File: src/hw/rtl/irt_pkg.sv
`default_nettype none

package irt_pkg;

  typedef enum logic [3:0] {
    ST_IDLE   = 4'd0,
    ST_START  = 4'd1,
    ST_RSTART = 4'd2,
    ST_SPACE  = 4'd3,
    ST_BYTE1  = 4'd4,
    ST_BYTE2  = 4'd5,
    ST_BYTE3  = 4'd6,
    ST_BYTE4  = 4'd7,
    ST_GAP    = 4'd8
  } state_t;

  typedef enum logic [1:0] {
    ACT_TICK     = 2'd0,
    ACT_STANDARD = 2'd1,
    ACT_CUSTOM   = 2'd2,
    ACT_STOP     = 2'd3
  } action_t;

  typedef enum logic [2:0] {
    REG_START_MARK  = 3'd0,
    REG_START_SPACE = 3'd1,
    REG_ONE_SPACE   = 3'd2,
    REG_ZERO_SPACE  = 3'd3,
    REG_REPEAT_GAP  = 3'd4
  } cfg_reg_t;

  localparam int unsigned CfgIndexWidth = 3;

  localparam logic [3:0] BIT_TOP  = 4'd7;
  localparam logic [3:0] BIT_DONE = 4'd15;

  localparam logic [7:0] START_MARK_RESET  = 8'd80;
  localparam logic [7:0] START_SPACE_RESET = 8'd80;
  localparam logic [7:0] ONE_SPACE_RESET   = 8'd30;
  localparam logic [7:0] ZERO_SPACE_RESET  = 8'd10;
  localparam logic [7:0] REPEAT_GAP_RESET  = 8'd200;

  typedef struct packed {
    logic [7:0] start_mark_ticks;
    logic [7:0] start_space_ticks;
    logic [7:0] one_space_ticks;
    logic [7:0] zero_space_ticks;
    logic [7:0] repeat_gap_ticks;
  } cfg_t;

  typedef struct packed {
    logic [1:0] action;
    logic [7:0] address;
    logic [7:0] command;
    logic [7:0] command_check;
    logic       repeat_enable;
  } request_t;

  typedef struct packed {
    logic       ir_level;
    logic       busy_res;
    logic [3:0] state_code;
    logic       start_accepted;
  } result_t;

endpackage

`default_nettype wire

File: src/hw/rtl/ir_remote_frame_transmitter.sv
// Pulse-distance IR frame transmitter, one request per timer tick.
// Input channel (in_valid/in_ready): action selects tick, standard start,
// custom start or stop; address, command, command_check and repeat_enable
// go with a start. Each accepted request yields exactly one result on the
// output channel (out_valid/out_ready): ir_level gates the carrier,
// busy_res and state_code show the frame state, start_accepted flags a
// start that was taken (starts are only taken in idle or repeat start).
// A request is first captured in the input register; the frame state and
// the result register then update together once the output can take a
// result. Throughput: one request per cycle while out_ready is high; the
// state update between the two registers is combinational.
// When out_ready is low the result register holds, the input register
// fills and in_ready drops until the result is taken.
// Configuration (cfg_valid/cfg_ready, cfg_index, cfg_data) is always ready
// and should be written only while no request is in flight.
// Reset: state idle, FSM IR level high, timing registers at their defaults.
`default_nettype none

module ir_remote_frame_transmitter (
  input  wire logic                               clk,
  input  wire logic                               rst,
  input  wire logic                               cfg_valid,
  output logic                                    cfg_ready,
  input  wire logic [irt_pkg::CfgIndexWidth-1:0]  cfg_index,
  input  wire logic [7:0]                         cfg_data,
  input  wire logic                               in_valid,
  output logic                                    in_ready,
  input  wire logic [1:0]                         action,
  input  wire logic [7:0]                         address,
  input  wire logic [7:0]                         command,
  input  wire logic [7:0]                         command_check,
  input  wire logic                               repeat_enable,
  output logic                                    out_valid,
  input  wire logic                               out_ready,
  output logic                                    ir_level,
  output logic                                    busy_res,
  output logic [3:0]                              state_code,
  output logic                                    start_accepted
);
  import irt_pkg::*;

  cfg_t     cfg;
  request_t req;
  logic     req_valid;
  logic     advance;
  result_t  result_next;
  result_t  result;

  assign advance  = req_valid && (!out_valid || out_ready);
  assign in_ready = !req_valid || advance;

  always_ff @(posedge clk) begin
    if (rst) begin
      req_valid <= 1'b0;
    end else if (in_ready) begin
      req_valid <= in_valid;
    end
  end

  always_ff @(posedge clk) begin
    if (in_ready && in_valid) begin
      req.action        <= action;
      req.address       <= address;
      req.command       <= command;
      req.command_check <= command_check;
      req.repeat_enable <= repeat_enable;
    end
  end

  irt_cfg_regs u_cfg (
    .clk       (clk),
    .rst       (rst),
    .cfg_valid (cfg_valid),
    .cfg_ready (cfg_ready),
    .cfg_index (cfg_index),
    .cfg_data  (cfg_data),
    .cfg       (cfg)
  );

  irt_frame_fsm u_fsm (
    .clk         (clk),
    .rst         (rst),
    .step        (advance),
    .req         (req),
    .cfg         (cfg),
    .result_next (result_next)
  );

  always_ff @(posedge clk) begin
    if (rst) begin
      out_valid <= 1'b0;
    end else begin
      out_valid <= advance || (out_valid && !out_ready);
    end
  end

  always_ff @(posedge clk) begin
    if (advance) begin
      result <= result_next;
    end
  end

  assign ir_level       = result.ir_level;
  assign busy_res       = result.busy_res;
  assign state_code     = result.state_code;
  assign start_accepted = result.start_accepted;

endmodule

`default_nettype wire

File: src/hw/rtl/irt_cfg_regs.sv
`default_nettype none

module irt_cfg_regs (
  input  wire logic                                clk,
  input  wire logic                                rst,
  input  wire logic                                cfg_valid,
  output logic                                     cfg_ready,
  input  wire logic [irt_pkg::CfgIndexWidth-1:0]   cfg_index,
  input  wire logic [7:0]                          cfg_data,
  output irt_pkg::cfg_t                            cfg
);
  import irt_pkg::*;

  assign cfg_ready = 1'b1;

  always_ff @(posedge clk) begin
    if (rst) begin
      cfg.start_mark_ticks  <= START_MARK_RESET;
      cfg.start_space_ticks <= START_SPACE_RESET;
      cfg.one_space_ticks   <= ONE_SPACE_RESET;
      cfg.zero_space_ticks  <= ZERO_SPACE_RESET;
      cfg.repeat_gap_ticks  <= REPEAT_GAP_RESET;
    end else if (cfg_valid) begin
      unique case (cfg_reg_t'(cfg_index))
        REG_START_MARK:  cfg.start_mark_ticks  <= cfg_data;
        REG_START_SPACE: cfg.start_space_ticks <= cfg_data;
        REG_ONE_SPACE:   cfg.one_space_ticks   <= cfg_data;
        REG_ZERO_SPACE:  cfg.zero_space_ticks  <= cfg_data;
        REG_REPEAT_GAP:  cfg.repeat_gap_ticks  <= cfg_data;
        default: ;
      endcase
    end
  end

endmodule

`default_nettype wire

File: src/hw/rtl/irt_frame_fsm.sv
`default_nettype none

module irt_frame_fsm (
  input  wire logic              clk,
  input  wire logic              rst,
  input  wire logic              step,
  input  wire irt_pkg::request_t req,
  input  wire irt_pkg::cfg_t     cfg,
  output irt_pkg::result_t       result_next
);
  import irt_pkg::*;

  state_t     frame_state, frame_state_next;
  logic       repeat_flag, repeat_flag_next;
  logic [7:0] tick_count, tick_count_next;
  logic       bit_phase, bit_phase_next;
  logic [3:0] bit_index, bit_index_next;
  logic       level_reg, level_reg_next;
  logic [7:0] frame_bytes [4];
  logic       load_bytes;
  logic       accepted;

  logic [3:0] state_bits;
  logic [7:0] cur_byte;
  logic       cur_bit;
  logic [7:0] bit_len;
  logic [7:0] bit_count;
  logic [7:0] count_inc;

  assign state_bits = frame_state;
  assign cur_byte   = frame_bytes[state_bits[1:0]];
  assign cur_bit    = cur_byte[bit_index[2:0]];
  assign bit_len    = cur_bit ? cfg.one_space_ticks : cfg.zero_space_ticks;
  assign count_inc  = tick_count + 8'd1;
  // a fresh bit space restarts the counter at zero
  assign bit_count  = bit_phase ? count_inc : 8'd0;

  always_comb begin
    frame_state_next = frame_state;
    repeat_flag_next = repeat_flag;
    tick_count_next  = tick_count;
    bit_phase_next   = bit_phase;
    bit_index_next   = bit_index;
    level_reg_next   = level_reg;
    load_bytes       = 1'b0;
    accepted         = 1'b0;

    unique case (action_t'(req.action))
      ACT_TICK: begin
        unique case (frame_state)
          ST_START, ST_RSTART: begin
            if (tick_count >= cfg.start_mark_ticks) begin
              level_reg_next   = 1'b0;
              frame_state_next = ST_SPACE;
              tick_count_next  = 8'd1;
            end else begin
              level_reg_next  = 1'b1;
              tick_count_next = count_inc;
            end
          end
          ST_SPACE: begin
            if (tick_count >= cfg.start_space_ticks) begin
              level_reg_next   = 1'b1;
              frame_state_next = ST_BYTE1;
              tick_count_next  = 8'd1;
            end else begin
              tick_count_next = count_inc;
            end
          end
          ST_BYTE1, ST_BYTE2, ST_BYTE3, ST_BYTE4: begin
            level_reg_next  = bit_phase ? level_reg : 1'b0;
            bit_phase_next  = 1'b1;
            tick_count_next = bit_count;
            if (bit_count == bit_len) begin
              level_reg_next  = 1'b1;
              tick_count_next = 8'd0;
              bit_phase_next  = 1'b0;
              bit_index_next  = bit_index - 4'd1;
              if (bit_index == 4'd0) begin
                // last bit of the byte went out
                bit_index_next = BIT_TOP;
                if (frame_state == ST_BYTE4) begin
                  frame_state_next = repeat_flag ? ST_GAP : ST_IDLE;
                end else begin
                  frame_state_next = state_t'(state_bits + 4'd1);
                end
              end
            end
          end
          ST_GAP: begin
            level_reg_next  = 1'b0;
            tick_count_next = count_inc;
            if (count_inc > cfg.repeat_gap_ticks) begin
              frame_state_next = ST_RSTART;
              tick_count_next  = 8'd0;
            end
          end
          default: begin
            level_reg_next   = 1'b0;
            frame_state_next = ST_IDLE;
            repeat_flag_next = 1'b0;
            tick_count_next  = 8'd0;
            bit_phase_next   = 1'b0;
            bit_index_next   = BIT_TOP;
          end
        endcase
      end
      ACT_STOP: begin
        level_reg_next   = 1'b0;
        frame_state_next = ST_IDLE;
        repeat_flag_next = 1'b0;
        tick_count_next  = 8'd0;
        bit_phase_next   = 1'b0;
        bit_index_next   = BIT_TOP;
      end
      default: begin
        if (frame_state == ST_IDLE || frame_state == ST_RSTART) begin
          load_bytes       = 1'b1;
          accepted         = 1'b1;
          tick_count_next  = 8'd0;
          bit_index_next   = BIT_TOP;
          repeat_flag_next = req.repeat_enable;
          frame_state_next = ST_START;
        end
      end
    endcase
  end

  always_comb begin
    result_next.ir_level       = level_reg_next;
    result_next.busy_res       = (frame_state_next != ST_IDLE);
    result_next.state_code     = frame_state_next;
    result_next.start_accepted = accepted;
  end

  always_ff @(posedge clk) begin
    if (rst) begin
      frame_state <= ST_IDLE;
      repeat_flag <= 1'b0;
      tick_count  <= 8'd0;
      bit_phase   <= 1'b0;
      bit_index   <= BIT_TOP;
      level_reg   <= 1'b1;
    end else if (step) begin
      frame_state <= frame_state_next;
      repeat_flag <= repeat_flag_next;
      tick_count  <= tick_count_next;
      bit_phase   <= bit_phase_next;
      bit_index   <= bit_index_next;
      level_reg   <= level_reg_next;
    end
  end

  always_ff @(posedge clk) begin
    if (step && load_bytes) begin
      frame_bytes[0] <= req.address;
      frame_bytes[1] <= req.address;
      frame_bytes[2] <= req.command;
      frame_bytes[3] <= (action_t'(req.action) == ACT_STANDARD) ? ~req.command
                                                                 : req.command_check;
    end
  end

endmodule

`default_nettype wire
File: config.mk
export PLATFORM = sky130hd
export DESIGN_NAME = ir_remote_frame_transmitter
export DESIGN_NICKNAME = d
export VERILOG_FILES = /design/src/hw/rtl/irt_pkg.sv /design/src/hw/rtl/ir_remote_frame_transmitter.sv /design/src/hw/rtl/irt_cfg_regs.sv /design/src/hw/rtl/irt_frame_fsm.sv
export SDC_FILE = /design/constraint.sdc
export NUM_CORES = 1
export LEC_CHECK = 0
export BUFFER_PORTS_ARGS = -buffer_cell sky130_fd_sc_hd__clkbuf_2
export CAP_MARGIN = 20
export CORE_ASPECT_RATIO = 1.1
export CORE_MARGIN = 1.5
export CORE_UTILIZATION = 57
export CTS_CLUSTER_SIZE = 30
export DETAILED_ROUTE_END_ITERATION = 10
export GPL_TIMING_DRIVEN = 0
export PLACE_DENSITY = 0.85
export SYNTH_ARGS = -nofsm -noshare
export SYNTH_HDL_FRONTEND = slang
export SYNTH_HIERARCHICAL = 1
export SYNTH_SLANG_ARGS = --single-unit
File: constraint.sdc
create_clock -name clk -period 3.9 [get_ports clk]
set_clock_uncertainty 0.05 [all_clocks]
set_input_delay 0.39 -clock clk [delete_from_list [all_inputs] [get_ports clk]]
set_output_delay 0.39 -clock clk [all_outputs]
set_load 0.01 [all_outputs]
# After elaboration in Yosys (flattened, before gate mapping)

Memories as Yosys holds them, arrays and structs flattened. A register that Yosys moved wholly into a read port is not among the register bits.
Cells that the tools add are included.

Add/sub/neg operators: 3
$lt $le $gt $ge: 4
Equality and inequality tests: 18
Muxes and demuxes: 45
Bitwise operators: 1
Reductions and logical operators: 32

Operators with widths:

| kind                                                 | count |
|---|---|
| 2-to-1 mux 8 bit                                     | 8 |
| 2-to-1 mux 4 bit                                     | 11 |
| case mux 8 bit (4 select lines)                      | 1 |
| case mux 4 bit (2 select lines)                      | 3 |
| equality test 4 x 3 -> 1 bit (second input constant) | 4 |
| >= comparator 8 bit                                  | 2 |
| case mux 4 bit (4 select lines)                      | 1 |
| case mux 8 bit (2 select lines)                      | 1 |
| 2-to-1 mux 1 bit                                     | 12 |
| AND reduction 2 bit                                  | 6 |
| adder 8 x 1 -> 8 bit (second input constant)         | 1 |
| equality test 4 x 2 -> 1 bit (second input constant) | 2 |
| equality test 8 bit                                  | 1 |
| > comparator 8 bit                                   | 1 |
| logical NOT 4 bit                                    | 2 |
| inverter 8 bit                                       | 1 |
| case mux 1 bit (2 select lines)                      | 4 |
| OR reduction 4 bit                                   | 2 |
| OR reduction 8 bit                                   | 1 |
| equality test 3 x 2 -> 1 bit (second input constant) | 2 |
| AND reduction 3 bit                                  | 2 |
| adder 4 x 1 -> 4 bit (second input constant)         | 1 |
| equality test 4 x 1 -> 1 bit (second input constant) | 1 |
| equality test 4 bit (second input constant)          | 1 |
| 21 further kinds                                     | 32 |

Bits in registers: 95
RAM bits: 32
Memories: 1

Memory list:

| name              | words | width | read ports | clocked after Yosys merged registers in | wr ports | RTL line            | text |
|---|---|---|---|---|---|---|---|
| u_fsm.frame_bytes | 4     | 8     | 1          | 1                                       | 4        | irt_frame_fsm.sv:19 | `logic [7:0] frame_bytes [4];` |

# Longest topological paths before layout

Gate-level depths: netlist (run 1).

Depth after elaboration: 9
Gate-level depth with buffers: 17
Mapped depth without buffers: 16

# By module

The synthesis (run 1) kept the hierarchy.

By module, submodules not included:

| module                      | instances | cells an instance | area an instance (µm²) |
|---|---|---|---|
| irt_frame_fsm               | 1         | 430               | 3714.8 |
| irt_cfg_regs                | 1         | 155               | 1635.3 |
| ir_remote_frame_transmitter | 1         | 44                | 1124.8 |

# Least setup slack after synthesis (run 1)

No wires, ideal clock.

Path kind: register to register
Start point: reg with a tool-made name
End point: reg result (netlist bit busy_res) (data pin)
Setup time: 0.272 ns
Data arrival time: 3.172 ns
Setup slack: 0.407 ns
Stages on the path, launching flop included: 13
Path buffers: 1
Clock period less this slack: 3.493 ns
Cells stage by stage: dfxtp_1 > buf_6 > mux2_4 > a32o_2 > a211oi_4 > a31o_2 > mux2i_1 > o22ai_1 > a221oi_2 > nor3_4 > a41o_1 > a22o_1 > or4_1

RTL lines:

| what                 | RTL line                          | text |
|---|---|---|
| end signal, assigned | ir_remote_frame_transmitter.sv:99 | `result <= result_next;` |
| end, declared        | ir_remote_frame_transmitter.sv:47 | `result_t result;` |

==> out/qor.yml, run 1 <==
routing:
  first_iter_violations: 432
  post_drt_wl_per_cell_um: 16.6
  postRouteAntennaNets: 0
  vias: 5029
  drt_pass1_iterations: 5
  drt_wl_total_um: 14400
  via_per_inst: 5.79
  drc: 0
setup_path:
  cp_data_required_time_ns: 3.99
  crit_chain: "buf_6 > mux2_2 > o22a_1 > a211oi_4 > a31oi_2 > buf_6 > mux2i_2 > xor2_2 > a221o_1 > a41oi_1 > o31ai_2 > o21ai_2 > or4_1"
  critical_path.max_fanout: 10
  critical_path_class: "reg2reg"
  cp-end-kind: "flip-flop"
  crit_buf_inv: 2
  crit_slowest_cell: "or4_1"
  worstPathArrival_ns: 3.92
  path_delay_family: "compound AO/OA/AOI/OAI gates"
  cpPeakStageDelay_ns: 0.48
  crit_top_cell: "buf_6"
  start_kind: "flip-flop"
yosys:
  synth_cells: 629
  synth_seq_cells: 121
  synth_cell_type_count: 79
  synth_area_um2: 6470
  syn_nets: 705
  avgSynthCellArea_um2: 10.3
  yosys_warnings: 6
  synth_ff_type: "dfxtp_1"
  synth_edf_count: 58
  ys_seq_area_share_pct: 46.4
  async_flop_share_pct: 0
cells_and_area:
  area_growth_syn_to_layout_pct: 18.2
  nets: 784
  final_cells: 868
  layout_commonest_cell: "dfxtp_1"
  final_cell_mix: "dfxtp_1, edfxtp_1, mux2i_1"
  n_fill_cell: 809
  regMostFlops: "u_cfg/cfg"
  postLayoutCellArea_um2: 7650
  reg_top3: "u_cfg/cfg (40), req (27), u_fsm/frame_bytes (24)"
  largest_register_ffs: 40
  drive_gt1_share_pct: 22.5
  antenna_cells: 0
run:
  maxCapViolCount: 0
sta:
  tightestPinTransition_ns: 1.05
  timing.setup.tns_ns: 0
  period_share_pct: 98.2
  fmax_mhz: 261
  finalHoldViolCount: 0
  period_needed_ns: 3.83
  finalMaxSlewViolations: 0
  worst_slack_ns: 0.0695
  relSlewSlack_pct: 29.9
  finalSetupViolCount: 0
die:
  die_area_um2: 12000
  fp.dieH_um: 115
  core_um2: 11000
  dieWidth_um: 105
  io_pins: 53
  rows: 40
  initial_core_util_pct: 58.8
clocking:
  cts-buffers-inserted: 17
  clock_path_buffers: 2
  clock-sinks: 121
  cts_tree: "yes"
  postCtsHoldBufs: 0
  ctsHtreeMaxLevel: 4
  clk_latency_ns: 0.41
  cts_root_buf: "clkbuf_16"
  path_clk_slew_ns: 0.05
placed_design:
  dp.cells: 828
  dpl.hpwl_um: 10400
  pre_cts_ws_ns: -0.0721
  placed_area_um2: 6930
  portBuffers: 51
  gp_congestion: 0.917
global_route:
  antenna_found_initial: 0
  grt_max_degree: 28
  grt_overflow: 0
  grt_pass1_vias: 4943
  grt_pass1_wl_um: 22900
  track_usage_pct: 24.5
outcome:
  status: "completed"
power:
  power_mw: 3.08
  p_per_area_nw_per_um2: 402
  p_leak_nw: 3.20
  vdd_drop_max_v: 0.000471
min_path:
  worstHoldPathType: "in2reg"
## synth_stat cells (all sizes together) (4+ instances only)
cell / instances / area (um^2)
a211oi: 4 / 42.5
a21o: 4 / 30.0
a21oi: 30 / 158
a221oi: 4 / 41.3
a22oi: 6 / 50.1
and2: 6 / 41.3
buf: 14 / 115
clkbuf: 15 / 56.3
dfxtp: 63 / 1260
edfxtp: 58 / 1740
ha: 33 / 413
inv: 44 / 165
mux2: 10 / 120
mux2i: 60 / 604
nand2: 38 / 143
nand2b: 42 / 263
nand3: 11 / 60.1
nor2: 54 / 203
nor2b: 14 / 87.6
nor3: 12 / 76.3
o21a: 6 / 45.0
o21ai: 28 / 140
or2: 5 / 31.3
or4: 4 / 31.3
## final cells by class
cell class | instances | area, um^2 | share of cell area, %
sequential | 121 | 3010 | 39.3
buffer | 29 | 175 | 2.29
clock buffer | 18 | 429 | 5.61
inverter | 44 | 165 | 2.16
tap | 147 | 184 | 2.40
timing repair buffer | 60 | 327 | 4.27
multi-input combinational | 435 | 3260 | 42.6
clock inverter | 14 | 108 | 1.41
## metal layers
metal	vias to the layer above	routed length [um]	GRT usage (%)
li1	2420	-	-
met1	2395	5720	27.7
met2	188	7600	45.1
met3	26	765	4.88
met4	0	328	11.0
met5	-	0	0
## cells by family (layout without fill, tap and decap cells)
group                    count (synthesis)  after routing  synth area share [%]
AO/OA/AOI/OAI                          118            118                  12.7
XOR/XNOR                                 6              6                 0.812
adder cells (fa/ha/maj)                 33             33                  6.38
buffers and inverters                   73            165                  5.20
flip-flops                             121            121                  46.4
multiplexers                            70             70                  11.2
other                                    1              1                0.0579
AND/OR/NAND/NOR                        207            207                  17.3
## metrics by stage
step | utilization [%] | hold WS (ns)
2_1_floorplan | - | 0.350
3_3_place_gp | 62.8 | 0.350
3_5_place_dp | 62.9 | 0.357
4_1_cts | 67.9 | 0.0935
5_1_grt | 69.5 | 0.0891
6_report | 69.5 | 0.103
## repair_timing
| action | 4_1_cts | 5_1_grt |
|---|---|---|
| gates resized for setup | 3 | 23 |
| buffers inserted | 0 | 8 |
| hold endpoints to repair | 0 | 0 |
| pin swaps | 1 | 11 |
| endpoints found under the setup margin | 2 | 11 |
## power by group
| group | internal, mW | switching [mW] |
|---|---|---|
| Sequential | 1.38 | 0.0237 |
| Clock | 0.863 | 0.549 |
| Combinational | 0.109 | 0.148 |
| Total | 2.36 | 0.720 |
## path summary, 6_finish.rpt
| check | cells past startpoint | from | slack, ns | to |
|---|---|---|---|---|
| max | 13 | u_fsm/bit_index[0] | 0.07 | busy_res |
| max reg2reg | 13 | u_fsm/bit_index[0] | 0.07 | busy_res |
| min | 1 | address[0] | 0.10 | req[17] |
| min reg2reg | 0 | req[21] | 0.37 | u_fsm/frame_bytes[1][4] |
Power figures use the tool's default switching activity.
==> run 2: changes to the inputs <==
- CORE_ASPECT_RATIO: 1.1 -> 0.7
- clock period: 3.9 -> 4.3 ns (I/O delays scaled with it)
==> out/qor.yml, run 2 (synthesized netlist as in run 1, its figures left out) <==
global_route:
  grt_pass1_wl_um: 24000
  track_usage_pct: 26.8
  grt_pass1_vias: 4856
  antenna_found_initial: 0
  grt_overflow: 0
  grt_max_degree: 28
setup_path:
  cp_data_required_time_ns: 4.42
  crit_end: "busy_res"
  crit_path_start: "u_fsm/tick_count[0]"
  critical_path_class: "reg2reg"
  start_kind: "flip-flop"
  reg2reg_from: "u_fsm/tick_count[0]"
  timing.rr.end: "busy_res"
  r2r_slack_ns: 0.21
  critical_path.max_fanout: 8
  cp-end-kind: "flip-flop"
  reg2reg_depth: 14
  worstPathArrival_ns: 4.21
cells_and_area:
  regMostFlops: "u_cfg/cfg"
  multiInputGateArea_um2: 3150
  area_growth_syn_to_layout_pct: 16.3
  final_cell_mix: "dfxtp_1, mux2i_1, edfxtp_1"
  reg_top3: "u_cfg/cfg (40), req (27), u_fsm/frame_bytes (24)"
  nets: 777
  drive_gt1_share_pct: 19.5
  antenna_cells: 0
  n_fill_cell: 837
  layout_commonest_cell: "dfxtp_1"
  ff_latch_area_um2: 3000
  fin_util_pct: 68.2
  largest_register_ffs: 40
routing:
  drc: 0
  postRouteAntennaNets: 0
  drt_wl_total_um: 15200
  post_drt_wl_per_cell_um: 17.5
  drt_pass1_iterations: 5
  first_iter_violations: 542
  via_per_inst: 5.81
  vias: 5033
sta:
  finalHoldViolCount: 0
  fmax_mhz: 245
  period_needed_ns: 4.09
  tightestPinTransition_ns: 0.967
  worst_slack_ns: 0.211
  timing.setup.tns_ns: 0
  relSlewSlack_pct: 35.4
  finalMaxSlewViolations: 0
  finalSetupViolCount: 0
  rsz0062_at_grt: "false"
  period_share_pct: 95.1
min_path:
  min_from: "address[6]"
  worstHoldPathType: "in2reg"
power:
  swShare_pct: 26.7
  p_leak_nw: 3.18
  p_clk_share_pct: 47.8
  p_per_area_nw_per_um2: 383
  seq_power_share_pct: 44.2
  switchingPower_mw: 0.770
  vdd_drop_max_v: 0.000304
  power_mw: 2.89
  p_int_mw: 2.12
  p_comb_share_pct: 7.9
die:
  io_pins: 53
  initial_core_util_pct: 58.6
  die_area_um2: 12000
  dieWidth_um: 130
  rows: 32
  fp.dieH_um: 92.2
  core_um2: 11100
clocking:
  clock_path_buffers: 2
  path_clk_slew_ns: 0.07
  post-cts-setup-buffers: 0
  ctsHtreeMaxLevel: 4
  clk_latency_ns: 0.44
  postCtsHoldBufs: 0
  cts_root_buf: "clkbuf_16"
  clock-sinks: 121
  cts-buffers-inserted: 17
  cts_tree: "yes"
placed_design:
  dpl.hpwl_um: 11000
  gp_congestion: 0.913
  portBuffers: 51
  pre_cts_ws_ns: 0.295
run:
  maxCapViolCount: 0
outcome:
  status: "completed"
[run 2: power by group through the flow]
stage               clock network (mW)  logic, mW  registers, mW
floorplan                            0      0.148           1.30
global placement                     0      0.211           1.30
detailed placement                   0      0.222           1.30
CTS                               1.39      0.224           1.28
global route                      1.44      0.251           1.28
finish                            1.38      0.229           1.28
[run 2: area by class of cell]
class,instances,area share (%)
clock inverters,15,1.96
well taps,153,2.54
clock buffers,17,5.65
flip-flops and latches,121,39.9
inverters,44,2.19
plain buffers,29,2.28
repair buffers,53,3.69
multi-input cells,435,41.8
[run 2: per-layer routing]
metal	share of wire (%)	routed length, um	track usage, %
met1	45	6790	36.7
met2	46	6940	40.5
met3	8.1	1230	7.23
met4	1.6	239	9.98
met5	0	0	0
[run 2: timing repair]
action	4_1_cts	5_1_grt
endpoints found under the setup margin	0	3
hold endpoints to repair	0	0
resized for setup	0	2
[run 2: worst min-delay path by stage]
| stage | to | slack (ns) | cells after the start |
|---|---|---|---|
| after floorplan | u_fsm/frame_bytes[1][0] | 0.35 | 0 |
| after global placement | u_fsm/frame_bytes[1][0] | 0.36 | 0 |
| after detailed placement | u_fsm/frame_bytes[1][6] | 0.36 | 0 |
| after CTS | req[23] | 0.11 | 1 |
| after global routing | req[6] | 0.11 | 1 |
| final | req[23] | 0.11 | 1 |
[run 2: worst max-delay path, cell delays in order (launching register included)]
cell and delay, ns:
dfxtp_1 0.37, clkbuf_1 0.34, nand2_1 0.17, nor3_2 0.35
xor2_1 0.47, ha_1 0.21, nand4_1 0.13, a21oi_1 0.14
o22a_1 0.22, nor3_1 0.11, nor3_1 0.18, o21bai_1 0.12
o31ai_2 0.35, o21ai_1 0.13, or4_1 0.49
[run 2: per-stage QoR]
step	instances	cell area, um^2	hold slack, ns
finish	867	7530	0.112
floorplan	629	6470	0.350
global route	867	7530	0.108
global placement	833	6920	0.359
CTS	866	7510	0.112
detailed placement	834	6940	0.359
